==> src/rtl/gyro_yaw_differential_drive_correction_macros.svh <==
// assertion macros for the gyro yaw correction rtl
`ifndef GYRO_YAW_DIFFERENTIAL_DRIVE_CORRECTION_MACROS_SVH
`define GYRO_YAW_DIFFERENTIAL_DRIVE_CORRECTION_MACROS_SVH

`ifndef SYNTHESIS

// same-cycle implication
`define GYDC_ASSERT_IMP(lbl, clk, rst_n, ante, cons) \
    lbl: assert property (@(posedge clk) disable iff (!(rst_n)) (ante) |-> (cons)) \
        else $error("gydc assertion failed");

// next-cycle implication
`define GYDC_ASSERT_NXT(lbl, clk, rst_n, ante, cons) \
    lbl: assert property (@(posedge clk) disable iff (!(rst_n)) (ante) |=> (cons)) \
        else $error("gydc assertion failed");

`else

`define GYDC_ASSERT_IMP(lbl, clk, rst_n, ante, cons)
`define GYDC_ASSERT_NXT(lbl, clk, rst_n, ante, cons)

`endif

`endif

==> src/rtl/gydc_pkg.sv <==
// types and constants of the gyro yaw correction block
`timescale 1ns / 1ps
`default_nettype none

package gydc_pkg;

    localparam int ACC_W   = 40;   // yaw accumulator width
    localparam int DEV_W   = 40;   // reported deviation width
    localparam int GZ_W    = 16;
    localparam int MS_W    = 16;
    localparam int RS_W    = 2;
    localparam int PWM_W   = 8;
    localparam int DB_W    = 16;
    localparam int THR_W   = 39;
    localparam int PROD_W  = GZ_W + MS_W + 1;
    localparam int SCL_W   = ACC_W + PWM_W;
    localparam int CMP_W   = (ACC_W > THR_W) ? ACC_W : THR_W;

    localparam int CFG_IDX_W  = 3;
    localparam int CFG_DATA_W = THR_W;

    // 65.5 lsb per deg/s times 1000 ms/s
    localparam int UNITS_PER_DEG = 65500;
    localparam int UPD_W  = 16;
    // quotient below the limit keeps the scaled value below (limit+1)*65500
    localparam int DIV_W  = PWM_W + UPD_W;
    localparam int CAP_W  = PWM_W + 1 + UPD_W;
    localparam int Q_W    = PWM_W + 1;
    localparam int RECIP_SH = 40;
    localparam int RECIP_W  = 25;
    localparam logic [RECIP_W-1:0] RECIP =
        RECIP_W'((64'd1 << RECIP_SH) / UNITS_PER_DEG);
    localparam int SPD_W  = PWM_W + 2;

    // register indexes
    localparam logic [CFG_IDX_W-1:0] REG_DEADBAND  = 3'd0;
    localparam logic [CFG_IDX_W-1:0] REG_THRESHOLD = 3'd1;
    localparam logic [CFG_IDX_W-1:0] REG_GAIN      = 3'd2;
    localparam logic [CFG_IDX_W-1:0] REG_LIMIT     = 3'd3;
    localparam logic [CFG_IDX_W-1:0] REG_CLIMB     = 3'd4;
    localparam logic [CFG_IDX_W-1:0] REG_NORMAL    = 3'd5;
    localparam logic [CFG_IDX_W-1:0] REG_APPROACH  = 3'd6;

    localparam logic [DB_W-1:0]  RST_DEADBAND  = 16'd328;
    localparam logic [THR_W-1:0] RST_THRESHOLD = 39'd196500;
    localparam logic [PWM_W-1:0] RST_GAIN      = 8'd10;
    localparam logic [PWM_W-1:0] RST_LIMIT     = 8'd50;
    localparam logic [PWM_W-1:0] RST_CLIMB     = 8'd180;
    localparam logic [PWM_W-1:0] RST_NORMAL    = 8'd150;
    localparam logic [PWM_W-1:0] RST_APPROACH  = 8'd120;

    // robot state codes
    localparam logic [RS_W-1:0] RS_NORMAL   = 2'd1;
    localparam logic [RS_W-1:0] RS_APPROACH = 2'd2;

    // input modes
    localparam logic MODE_CLEAR  = 1'b0;
    localparam logic MODE_SAMPLE = 1'b1;

    typedef struct packed {
        logic [DB_W-1:0]  deadband;
        logic [THR_W-1:0] threshold;
        logic [PWM_W-1:0] gain;
        logic [PWM_W-1:0] limit;
        logic [PWM_W-1:0] climb;
        logic [PWM_W-1:0] normal;
        logic [PWM_W-1:0] approach;
    } t_cfg;

    typedef struct packed {
        logic load;
        logic mult;
        logic accum;
        logic scale;
        logic recip;
        logic quot;
        logic fix;
    } t_dp_cmd;

    typedef enum logic [6:0] {
        S_IDLE  = 7'b0000001,
        S_MULT  = 7'b0000010,
        S_ACCUM = 7'b0000100,
        S_SCALE = 7'b0001000,
        S_RECIP = 7'b0010000,
        S_QUOT  = 7'b0100000,
        S_FIX   = 7'b1000000
    } t_state;

endpackage

`default_nettype wire

==> src/rtl/gydc_if.sv <==
// input and result channels of the gyro yaw correction block
`timescale 1ns / 1ps
`default_nettype none

interface gydc_in_if import gydc_pkg::*; ();
    logic                   valid;
    logic                   ready;
    logic                   mode;
    logic signed [GZ_W-1:0] gyro_z;
    logic [MS_W-1:0]        elapsed_ms;
    logic [RS_W-1:0]        robot_state;

    modport source (output valid, mode, gyro_z, elapsed_ms, robot_state, input ready);
    modport sink   (input valid, mode, gyro_z, elapsed_ms, robot_state, output ready);
endinterface

interface gydc_out_if import gydc_pkg::*; ();
    logic                    valid;
    logic                    ready;
    logic                    correcting;
    logic [PWM_W-1:0]        left_speed;
    logic [PWM_W-1:0]        right_speed;
    logic signed [DEV_W-1:0] deviation;

    modport source (output valid, correcting, left_speed, right_speed, deviation,
                    input ready);
    modport sink   (input valid, correcting, left_speed, right_speed, deviation,
                    output ready);
endinterface

`default_nettype wire

==> src/rtl/gydc_cfg.sv <==
// configuration register file
`timescale 1ns / 1ps
`default_nettype none

module gydc_cfg import gydc_pkg::*; (
    input  wire logic                  i_clk,
    input  wire logic                  i_rst_n,
    input  wire logic                  i_cfg_we,
    input  wire logic [CFG_IDX_W-1:0]  i_cfg_idx,
    input  wire logic [CFG_DATA_W-1:0] i_cfg_data,
    output t_cfg                       o_cfg
);

    t_cfg r_cfg;

    always_ff @(posedge i_clk) begin
        if (!i_rst_n) begin
            r_cfg.deadband  <= RST_DEADBAND;
            r_cfg.threshold <= RST_THRESHOLD;
            r_cfg.gain      <= RST_GAIN;
            r_cfg.limit     <= RST_LIMIT;
            r_cfg.climb     <= RST_CLIMB;
            r_cfg.normal    <= RST_NORMAL;
            r_cfg.approach  <= RST_APPROACH;
        end else if (i_cfg_we) begin
            case (i_cfg_idx)
                REG_DEADBAND:  r_cfg.deadband  <= i_cfg_data[DB_W-1:0];
                REG_THRESHOLD: r_cfg.threshold <= i_cfg_data[THR_W-1:0];
                REG_GAIN:      r_cfg.gain      <= i_cfg_data[PWM_W-1:0];
                REG_LIMIT:     r_cfg.limit     <= i_cfg_data[PWM_W-1:0];
                REG_CLIMB:     r_cfg.climb     <= i_cfg_data[PWM_W-1:0];
                REG_NORMAL:    r_cfg.normal    <= i_cfg_data[PWM_W-1:0];
                REG_APPROACH:  r_cfg.approach  <= i_cfg_data[PWM_W-1:0];
                default: begin
                end
            endcase
        end
    end

    assign o_cfg = r_cfg;

endmodule

`default_nettype wire

==> src/rtl/gydc_dp.sv <==
// datapath: yaw integration, proportional correction and wheel speeds
`timescale 1ns / 1ps
`default_nettype none

module gydc_dp import gydc_pkg::*; (
    input  wire logic                    i_clk,
    input  wire logic                    i_rst_n,
    input  wire t_dp_cmd                 i_cmd,
    input  wire t_cfg                    i_cfg,
    input  wire logic                    i_mode,
    input  wire logic signed [GZ_W-1:0]  i_gyro_z,
    input  wire logic [MS_W-1:0]         i_elapsed_ms,
    input  wire logic [RS_W-1:0]         i_robot_state,
    output logic                         o_correcting,
    output logic [PWM_W-1:0]             o_left_speed,
    output logic [PWM_W-1:0]             o_right_speed,
    output logic signed [DEV_W-1:0]      o_deviation
);

    // captured word
    logic                    r_mode;
    logic signed [GZ_W-1:0]  r_gz;
    logic [MS_W-1:0]         r_ms;
    logic                    r_rate_ok;
    logic [PWM_W-1:0]        r_base;

    logic signed [PROD_W-1:0] r_prod;
    logic [ACC_W-1:0]         r_acc;
    logic [SCL_W-1:0]         r_scaled;
    logic                     r_corr_en;
    logic                     r_neg;
    logic                     r_big;
    logic [DIV_W-1:0]         r_num;
    logic [Q_W-1:0]           r_q0;
    logic [PWM_W-1:0]         r_cmag;

    logic                     r_o_corr;
    logic [PWM_W-1:0]         r_o_left;
    logic [PWM_W-1:0]         r_o_right;
    logic [DEV_W-1:0]         r_o_dev;

    logic [GZ_W:0]            gz_ext;
    logic [GZ_W:0]            gz_abs;
    logic                     rate_ok;
    logic [PWM_W-1:0]         base_sel;
    logic [ACC_W:0]           acc_sum;
    logic [ACC_W-1:0]         n_acc;
    logic [ACC_W-1:0]         acc_mag;
    logic                     over_thr;
    logic [PWM_W:0]           lim_p1;
    logic [CAP_W-1:0]         cap;
    logic [DIV_W+RECIP_W-1:0] q_prod;
    logic [Q_W+UPD_W-1:0]     q_back;
    logic [Q_W+UPD_W-1:0]     rem;
    logic [Q_W-1:0]           quo;
    logic [PWM_W-1:0]         n_cmag;
    logic [SPD_W-1:0]         base_x;
    logic [SPD_W-1:0]         cmag_x;
    logic [SPD_W-1:0]         lsum;
    logic [SPD_W-1:0]         rsum;
    logic [ACC_W-DEV_W:0]     acc_top;
    logic [DEV_W-1:0]         n_dev;

    function automatic logic [PWM_W-1:0] clamp_pwm(input logic [SPD_W-1:0] v);
        logic [PWM_W-1:0] res;
        if (v[SPD_W-1])
            res = '0;
        else if (|v[SPD_W-2:PWM_W])
            res = '1;
        else
            res = v[PWM_W-1:0];
        return res;
    endfunction

    always_comb begin
        gz_ext   = {i_gyro_z[GZ_W-1], i_gyro_z};
        gz_abs   = i_gyro_z[GZ_W-1] ? (~gz_ext + 1'b1) : gz_ext;
        rate_ok  = gz_abs >= {{(GZ_W+1-DB_W){1'b0}}, i_cfg.deadband};
        case (i_robot_state)
            RS_NORMAL:   base_sel = i_cfg.normal;
            RS_APPROACH: base_sel = i_cfg.approach;
            default:     base_sel = i_cfg.climb;
        endcase

        // saturating add of rate times time
        acc_sum = {r_acc[ACC_W-1], r_acc}
                + {{(ACC_W+1-PROD_W){r_prod[PROD_W-1]}}, r_prod};
        if (acc_sum[ACC_W] != acc_sum[ACC_W-1])
            n_acc = acc_sum[ACC_W] ? {1'b1, {(ACC_W-1){1'b0}}}
                                   : {1'b0, {(ACC_W-1){1'b1}}};
        else
            n_acc = acc_sum[ACC_W-1:0];

        acc_mag  = r_acc[ACC_W-1] ? (~r_acc + 1'b1) : r_acc;
        over_thr = {{(CMP_W-ACC_W){1'b0}}, acc_mag}
                >= {{(CMP_W-THR_W){1'b0}}, i_cfg.threshold};

        // scaled magnitude at or above (limit+1)*65500 means clamp
        lim_p1 = {1'b0, i_cfg.limit} + 1'b1;
        cap    = {{UPD_W{1'b0}}, lim_p1} * CAP_W'(UNITS_PER_DEG);
        q_prod = {{RECIP_W{1'b0}}, r_scaled[DIV_W-1:0]}
               * {{DIV_W{1'b0}}, RECIP};

        // reciprocal estimate is low by at most one
        q_back = {{UPD_W{1'b0}}, r_q0} * (Q_W+UPD_W)'(UNITS_PER_DEG);
        rem    = {{(Q_W+UPD_W-DIV_W){1'b0}}, r_num} - q_back;
        quo    = (rem >= (Q_W+UPD_W)'(UNITS_PER_DEG)) ? (r_q0 + 1'b1) : r_q0;
        if (!r_corr_en)
            n_cmag = '0;
        else if (r_big || quo > {1'b0, i_cfg.limit})
            n_cmag = i_cfg.limit;
        else
            n_cmag = quo[PWM_W-1:0];

        base_x = {2'b00, r_base};
        cmag_x = {2'b00, r_cmag};
        lsum   = r_neg ? (base_x - cmag_x) : (base_x + cmag_x);
        rsum   = r_neg ? (base_x + cmag_x) : (base_x - cmag_x);

        acc_top = r_acc[ACC_W-1:DEV_W-1];
        if ((&acc_top) || !(|acc_top))
            n_dev = r_acc[DEV_W-1:0];
        else
            n_dev = r_acc[ACC_W-1] ? {1'b1, {(DEV_W-1){1'b0}}}
                                   : {1'b0, {(DEV_W-1){1'b1}}};
    end

    always_ff @(posedge i_clk) begin
        if (!i_rst_n) begin
            r_acc <= '0;
        end else if (i_cmd.accum) begin
            if (r_mode == MODE_CLEAR)
                r_acc <= '0;
            else if (r_rate_ok)
                r_acc <= n_acc;
        end
    end

    always_ff @(posedge i_clk) begin
        if (i_cmd.load) begin
            r_mode    <= i_mode;
            r_gz      <= i_gyro_z;
            r_ms      <= i_elapsed_ms;
            r_rate_ok <= rate_ok;
            r_base    <= base_sel;
        end
        if (i_cmd.mult)
            r_prod <= $signed({{(PROD_W-GZ_W){r_gz[GZ_W-1]}}, r_gz})
                    * $signed({{(PROD_W-MS_W){1'b0}}, r_ms});
        if (i_cmd.scale) begin
            r_scaled  <= {{PWM_W{1'b0}}, acc_mag} * {{ACC_W{1'b0}}, i_cfg.gain};
            r_corr_en <= (r_mode == MODE_SAMPLE) && over_thr;
            r_neg     <= r_acc[ACC_W-1];
        end
        if (i_cmd.recip) begin
            r_big <= r_scaled >= {{(SCL_W-CAP_W){1'b0}}, cap};
            r_num <= r_scaled[DIV_W-1:0];
            r_q0  <= q_prod[RECIP_SH +: Q_W];
        end
        if (i_cmd.quot)
            r_cmag <= n_cmag;
        if (i_cmd.fix) begin
            r_o_corr  <= r_corr_en;
            r_o_left  <= clamp_pwm(lsum);
            r_o_right <= clamp_pwm(rsum);
            r_o_dev   <= n_dev;
        end
    end

    assign o_correcting  = r_o_corr;
    assign o_left_speed  = r_o_left;
    assign o_right_speed = r_o_right;
    assign o_deviation   = r_o_dev;

endmodule

`default_nettype wire

==> src/rtl/gydc_ctrl.sv <==
// controller: sequences one word through the datapath and owns the handshakes
`timescale 1ns / 1ps
`default_nettype none

`include "gyro_yaw_differential_drive_correction_macros.svh"

module gydc_ctrl import gydc_pkg::*; (
    input  wire logic i_clk,
    input  wire logic i_rst_n,
    input  wire logic i_in_valid,
    output logic      o_in_ready,
    output logic      o_out_valid,
    input  wire logic i_out_ready,
    output t_dp_cmd   o_cmd
);

    t_state r_state;
    t_state n_state;
    logic   r_out_valid;
    logic   n_out_valid;
    logic   out_free;

    always_comb begin
        out_free    = !r_out_valid || i_out_ready;
        o_in_ready  = (r_state == S_IDLE) && i_rst_n;
        o_cmd       = '0;
        n_state     = r_state;
        n_out_valid = r_out_valid && !i_out_ready;
        case (r_state)
            S_IDLE: begin
                if (i_in_valid && i_rst_n) begin
                    o_cmd.load = 1'b1;
                    n_state    = S_MULT;
                end
            end
            S_MULT: begin
                o_cmd.mult = 1'b1;
                n_state    = S_ACCUM;
            end
            S_ACCUM: begin
                o_cmd.accum = 1'b1;
                n_state     = S_SCALE;
            end
            S_SCALE: begin
                o_cmd.scale = 1'b1;
                n_state     = S_RECIP;
            end
            S_RECIP: begin
                o_cmd.recip = 1'b1;
                n_state     = S_QUOT;
            end
            S_QUOT: begin
                o_cmd.quot = 1'b1;
                n_state    = S_FIX;
            end
            S_FIX: begin
                // wait until the result register is free
                if (out_free) begin
                    o_cmd.fix   = 1'b1;
                    n_out_valid = 1'b1;
                    n_state     = S_IDLE;
                end
            end
            default: begin
                n_state = S_IDLE;
            end
        endcase
    end

    always_ff @(posedge i_clk) begin
        if (!i_rst_n) begin
            r_state     <= S_IDLE;
            r_out_valid <= 1'b0;
        end else begin
            r_state     <= n_state;
            r_out_valid <= n_out_valid;
        end
    end

    assign o_out_valid = r_out_valid;

    `GYDC_ASSERT_NXT(a_load_starts, i_clk, i_rst_n, o_cmd.load, r_state == S_MULT)
    `GYDC_ASSERT_NXT(a_fix_delivers, i_clk, i_rst_n, o_cmd.fix, r_out_valid && r_state == S_IDLE)
    `GYDC_ASSERT_IMP(a_valid_from_fix, i_clk, i_rst_n, $rose(r_out_valid), $past(r_state == S_FIX))
    `GYDC_ASSERT_NXT(a_accum_then_scale, i_clk, i_rst_n, r_state == S_ACCUM, r_state == S_SCALE)

endmodule

`default_nettype wire

==> src/rtl/gyro_yaw_differential_drive_correction.sv <==
// top level of the gyro yaw differential drive correction block
`timescale 1ns / 1ps
`default_nettype none

// integrates raw gyro z rate times elapsed milliseconds into a saturating 40-bit yaw
// accumulator and steers a differential drive: left = base + correction, right =
// base - correction, each clamped to 0..255, with correction = deviation * gain / 65500
// truncated toward zero and clamped to the limit; it is zero in mode 0 and while
// |deviation| is below the threshold. mode 0 clears the heading reference. one word is
// in flight at a time: the next word is taken only once the controller is idle again.
// the controller takes each word through six steps (rate multiply, accumulate, gain
// multiply, reciprocal multiply, quotient correction, wheel clamp); the wheel clamp waits
// until the result register is free. config writes are registered. config writes belong to idle time.

module gyro_yaw_differential_drive_correction import gydc_pkg::*; (
    input  wire logic                  i_clk,
    input  wire logic                  i_rst_n,
    gydc_in_if.sink                    i_in,
    gydc_out_if.source                 o_out,
    input  wire logic                  i_cfg_we,
    input  wire logic [CFG_IDX_W-1:0]  i_cfg_idx,
    input  wire logic [CFG_DATA_W-1:0] i_cfg_data
);

    t_cfg    cfg;
    t_dp_cmd cmd;
    logic    in_ready;
    logic    out_valid;

    gydc_cfg u_cfg (
        .i_clk      (i_clk),
        .i_rst_n    (i_rst_n),
        .i_cfg_we   (i_cfg_we),
        .i_cfg_idx  (i_cfg_idx),
        .i_cfg_data (i_cfg_data),
        .o_cfg      (cfg)
    );

    gydc_ctrl u_ctrl (
        .i_clk       (i_clk),
        .i_rst_n     (i_rst_n),
        .i_in_valid  (i_in.valid),
        .o_in_ready  (in_ready),
        .o_out_valid (out_valid),
        .i_out_ready (o_out.ready),
        .o_cmd       (cmd)
    );

    gydc_dp u_dp (
        .i_clk         (i_clk),
        .i_rst_n       (i_rst_n),
        .i_cmd         (cmd),
        .i_cfg         (cfg),
        .i_mode        (i_in.mode),
        .i_gyro_z      (i_in.gyro_z),
        .i_elapsed_ms  (i_in.elapsed_ms),
        .i_robot_state (i_in.robot_state),
        .o_correcting  (o_out.correcting),
        .o_left_speed  (o_out.left_speed),
        .o_right_speed (o_out.right_speed),
        .o_deviation   (o_out.deviation)
    );

    assign i_in.ready  = in_ready;
    assign o_out.valid = out_valid;

endmodule

`default_nettype wire
==> src/flat_wrapper.sv <==
// flat-port wrapper written by rule: the top's interface ports become plain ports
module gyro_yaw_differential_drive_correction_flat import gydc_pkg::*;
  (i_clk, i_rst_n, i_cfg_we, i_cfg_idx, i_cfg_data, i_in_valid, i_in_mode, i_in_gyro_z, i_in_elapsed_ms, i_in_robot_state, i_in_ready, o_out_valid, o_out_correcting, o_out_left_speed, o_out_right_speed, o_out_deviation, o_out_ready);
  gydc_in_if i_in_i ();
  gydc_out_if o_out_i ();
  input  wire logic i_clk;
  input  wire logic i_rst_n;
  input  wire logic i_cfg_we;
  input  wire logic [CFG_IDX_W-1:0] i_cfg_idx;
  input  wire logic [CFG_DATA_W-1:0] i_cfg_data;
  input wire logic [$bits(i_in_i.valid)-1:0] i_in_valid;
  input wire logic [$bits(i_in_i.mode)-1:0] i_in_mode;
  input wire logic [$bits(i_in_i.gyro_z)-1:0] i_in_gyro_z;
  input wire logic [$bits(i_in_i.elapsed_ms)-1:0] i_in_elapsed_ms;
  input wire logic [$bits(i_in_i.robot_state)-1:0] i_in_robot_state;
  output wire logic [$bits(i_in_i.ready)-1:0] i_in_ready;
  output wire logic [$bits(o_out_i.valid)-1:0] o_out_valid;
  output wire logic [$bits(o_out_i.correcting)-1:0] o_out_correcting;
  output wire logic [$bits(o_out_i.left_speed)-1:0] o_out_left_speed;
  output wire logic [$bits(o_out_i.right_speed)-1:0] o_out_right_speed;
  output wire logic [$bits(o_out_i.deviation)-1:0] o_out_deviation;
  input wire logic [$bits(o_out_i.ready)-1:0] o_out_ready;
  assign i_in_i.valid = i_in_valid;
  assign i_in_i.mode = i_in_mode;
  assign i_in_i.gyro_z = i_in_gyro_z;
  assign i_in_i.elapsed_ms = i_in_elapsed_ms;
  assign i_in_i.robot_state = i_in_robot_state;
  assign i_in_ready = i_in_i.ready;
  assign o_out_valid = o_out_i.valid;
  assign o_out_correcting = o_out_i.correcting;
  assign o_out_left_speed = o_out_i.left_speed;
  assign o_out_right_speed = o_out_i.right_speed;
  assign o_out_deviation = o_out_i.deviation;
  assign o_out_i.ready = o_out_ready;
  gyro_yaw_differential_drive_correction u_core (.i_clk(i_clk), .i_rst_n(i_rst_n), .i_in(i_in_i), .o_out(o_out_i), .i_cfg_we(i_cfg_we), .i_cfg_idx(i_cfg_idx), .i_cfg_data(i_cfg_data));
endmodule
==> config.mk <==
export PLATFORM = sky130hd
export DESIGN_NAME = gyro_yaw_differential_drive_correction_flat
export DESIGN_NICKNAME = d
export VERILOG_FILES = /design/src/rtl/gydc_pkg.sv /design/src/rtl/gydc_if.sv /design/src/rtl/gydc_cfg.sv /design/src/rtl/gydc_dp.sv /design/src/rtl/gydc_ctrl.sv /design/src/rtl/gyro_yaw_differential_drive_correction.sv /design/src/flat_wrapper.sv
export VERILOG_INCLUDE_DIRS = /design/src /design/src/rtl
export SDC_FILE = /design/constraint.sdc
export NUM_CORES = 2
export LEC_CHECK = 0
export ABC_AREA = 1
export BUFFER_PORTS_ARGS = -buffer_cell sky130_fd_sc_hd__buf_2
export CAP_MARGIN = 20
export CORE_ASPECT_RATIO = 0.5
export CORE_MARGIN = 2
export CORE_UTILIZATION = 38
export DETAILED_ROUTE_END_ITERATION = 8
export GPL_ROUTABILITY_DRIVEN = 0
export PLACE_DENSITY_LB_ADDON = 0.05
export SETUP_SLACK_MARGIN = 0.02
export SYNTH_ARGS = -nofsm -noshare
export SYNTH_HDL_FRONTEND = slang
export SYNTH_SLANG_ARGS = --single-unit
export TNS_END_PERCENT = 1
==> constraint.sdc <==
create_clock -name i_clk -period 7.8 [get_ports i_clk]
set_input_delay 0.78 -clock i_clk [delete_from_list [all_inputs] [get_ports i_clk]]
set_output_delay 0.78 -clock i_clk [all_outputs]
set_load 0.1 [all_outputs]
==> metrics <==
Final ANT Viol Nets=0; post-synthesis mux area share=0%; Setup TNS=0 ns; Slew @ Worst Pin=1.11 ns; yosys warns=0; 1st-pass router iterations=5; crit path max fanout=7; vias in the first global route=41700; pre-CTS setup slack=0.0326 ns; CP required=8.15 ns; grt ovf=0; internal power=5.70 mW; EDFF count, synth=224; max incr delay on CP=0.62 ns; final WL=152000 um; sequential area share after synthesis=19.6%; P_leak=28.0 nW; switching pwr=4.45 mW; Seq pwr share=23.8%; Area Growth Syn to Fin=10.8%; Yosys top cell by area=fa_1; fillers=13100; max cap viols=0; Mean Syn Cell Area=8.08 um2; Clock Tree Buf Depth=3; Post-synth ARST share=0%; # IOs=141; Comb power frac=55.7%; placed insts=7894; Nets=7514; status=completed; Final Util=42.3%; first-pass GRT wire length=237000 um; switching part of the total=43.8%; Yosys reg bits=367; HP Class=in -> reg; Num Clock Sinks=367; final-report max-slew violation count=0; Via density=5.01; Setup Skew=0.0451 ns; crit end category=flop; Die ar.=132000 um2; Syn Std Cell Area=48900 um2; syn_nets=7324; setup slack, reg-to-reg=0.27 ns; dpl hpwl=125000 um; crit share post-route=96.6%; Final Hold Fails=0; antenna violations before repair=5; total CTS buffers=42; later-pin clock latency in the skew report=0.63 ns; slew margin rel.=25.6%; Worst setup SP type=flop; Final Non-Filler Cells=7991; htree depth=2; critical path's most frequent cell=nand2_1; core area=128000 um2; synthesized instance count=6055; Clock Tree Root=clkbuf_16; worst endpoint data arrival time=7.88 ns; Post-Synth Simple-Gate Area=17.9%; initial core utilization=38.2%; largest family of logic cells by synthesized area=adder cells; final instance area=54200 um2; Synth Area in Adders=39.0%; synth top area cells=fa_1, ha_1, edfxtp_1; row cnt=93; placed cell area=52200 um2; Synth cell types=62; Die W=511 um; Clock Power Share=20.5%; CTS Hold Bufs=0; CP Class=reg -> reg; CTS tree=yes; CTS clk-pin slew, worst paths=0.07 ns; FF+latch area=9590 um2; slowest cell on the critical path=fa_1; unrepaired setup endpoints after global routing=yes; Setup-failing EPs final=0; maximum vdd drop=0.266 mV; Chip Height=258 um; PD cells=187 nW/um2; largest net degree at the start of global routing=59; share of the synthesized area in the top cell type=23.0%; Fmax=0.133 GHz; xor-xnor portion of the synthesized cell area=3.73%; fin crit period=7.53 ns; buffers added on ports=140; Multi-input gate area=34500 um2; Main synth FF type=edfxtp_1; Iteration-0 DRC Markers=2392; drt wl/cell=19.0 um; Synth Area in Compound Gates=8.87%; share of layout cells above drive strength 1=8.52%; post-route setup slack=0.265 ns; Vias=40000; gr usage total=23.0%; residual DRC count=0
-- worst paths after layout --
| kind | from | endpoint | cells past startpoint |
|---|---|---|---|
| hold reg to reg | u_core.u_cfg.o_cfg[43] | u_core.u_cfg.o_cfg[43] | 2 |
| setup / recovery | u_core.u_dp.r_q0[0] | u_core.u_dp.r_cmag[2] | 41 |
| hold / removal | i_in_elapsed_ms[13] | u_core.u_dp.r_ms[13] | 1 |
| setup reg to reg | u_core.u_dp.r_q0[0] | u_core.u_dp.r_cmag[2] | 41 |
-- flip-flops by register name, summed over array words and instances (netlist names), 7 cells and up --
signal                     cells
u_core.u_ctrl.r_state          7
u_core.u_dp.r_base             8
u_core.u_dp.r_scaled          48
u_core.u_dp.r_gz              16
u_core.u_dp.r_ms              16
u_core.u_dp.o_right_speed      8
u_core.u_dp.r_prod            33
u_core.u_cfg.o_cfg            95
u_core.u_dp.o_left_speed       8
u_core.u_dp.o_deviation       40
u_core.u_dp.r_q0               9
u_core.u_dp.r_cmag             8
u_core.u_dp.r_num             24
u_core.u_dp.n_dev             40
-- timing repair --
action,4_1_cts,5_1_grt
pin swaps,0,70
endpoints found under the setup margin,7,9
gates resized for setup,2,121
buffers inserted,0,16
cloned,0,1
-- metal layers --
metal	wire [um]	global-route usage, %	share of wire [%]
met3	6010	2.41	4.0
met4	5940	8.33	3.9
met1	67700	29.9	45
met2	72300	39.7	48
met5	27	0	0.018
-- worst max-delay path, delay by kind of cell (launching register included) --
family / cells / cell delay, ns
xor+xnor: 1 / 0.08
flops: 1 / 0.43
fa+ha+maj: 7 / 3.02
buf+inv: 7 / 0.61
compound gates: 8 / 1.27
simple gates: 18 / 1.87
-- power groups by stage --
stage               Combinational [mW]  Clock (mW)  Sequential [mW]
floorplan                         4.34           0             2.40
finish                            5.66        2.08             2.41
detailed placement                5.72           0             2.46
global placement                  5.69           0             2.46
global route                      6.56        2.22             2.42
CTS                               5.76        2.15             2.41
-- synthesized netlist by cell type, types with 73 or more instances --
| cell | instances |
|---|---|
| inv_1 | 1270 |
| nand2_1 | 1225 |
| ha_1 | 626 |
| fa_1 | 561 |
| nor2_1 | 466 |
| a21oi_1 | 395 |
| edfxtp_1 | 224 |
| o21ai_0 | 223 |
| nand3_1 | 185 |
| dfxtp_1 | 143 |
| xor2_1 | 125 |
| clkbuf_1 | 122 |
| xnor2_1 | 73 |
-- cell type report --
| cell class | count | share of cell area, % |
|---|---|---|
| clock inverters | 22 | 0.399 |
| flip-flops and latches | 367 | 17.7 |
| well taps | 1710 | 3.95 |
| clock buffers | 55 | 2.18 |
| diodes | 3 | 0.0138 |
| repair buffers | 282 | 3.30 |
| inverters | 1282 | 8.88 |
| multi-input cells | 4270 | 63.6 |
-- through the flow --
| stage | total power, mW | hold slack (ns) |
|---|---|---|
| floorplan | 6.74 | 0.421 |
| global placement | 8.14 | 0.444 |
| detailed placement | 8.18 | 0.444 |
| CTS | 10.3 | 0.268 |
| global route | 11.2 | 0.279 |
| finish | 10.2 | 0.321 |
-- cell families after synthesis --
family                     count (synthesis)
DFF                                      367
AOI/OAI and AO/OA                        786
adders and majority gates               1187
xor gates and xnor gates                 203
buffers and inverters                   1419
and+or+nand+nor                         2093
-- cells in the final DEF, fill, tap and decap left out, types with 10 or more instances in the layout --
| cell | n |
|---|---|
| o21ai_1 | 18 |
| a21oi_2 | 23 |
| a21oi_1 | 377 |
| nor2_1 | 451 |
| fa_1 | 557 |
| ha_4 | 12 |
| buf_4 | 136 |
| clkbuf_16 | 45 |
| nand2_1 | 1214 |
| nand4_1 | 41 |
| nand3_1 | 183 |
| o21ai_0 | 212 |
| buf_2 | 140 |
| a21o_1 | 12 |
| xor2_1 | 123 |
| xnor2_1 | 71 |
| o211ai_1 | 25 |
| o21a_1 | 16 |
| nand3b_1 | 17 |
| or2_2 | 22 |
| nor2_4 | 14 |
| nand2_2 | 19 |
| and3_1 | 10 |
| edfxtp_1 | 224 |
| nor2_2 | 12 |
| ha_1 | 608 |
| nand2_4 | 10 |
| nor3_1 | 37 |
| inv_2 | 13 |
| o21bai_1 | 20 |
| o221ai_1 | 11 |
| nor4_1 | 29 |
| dfxtp_1 | 141 |
| inv_1 | 1263 |
| a31oi_1 | 31 |
(Power assumes the default switching activity.)
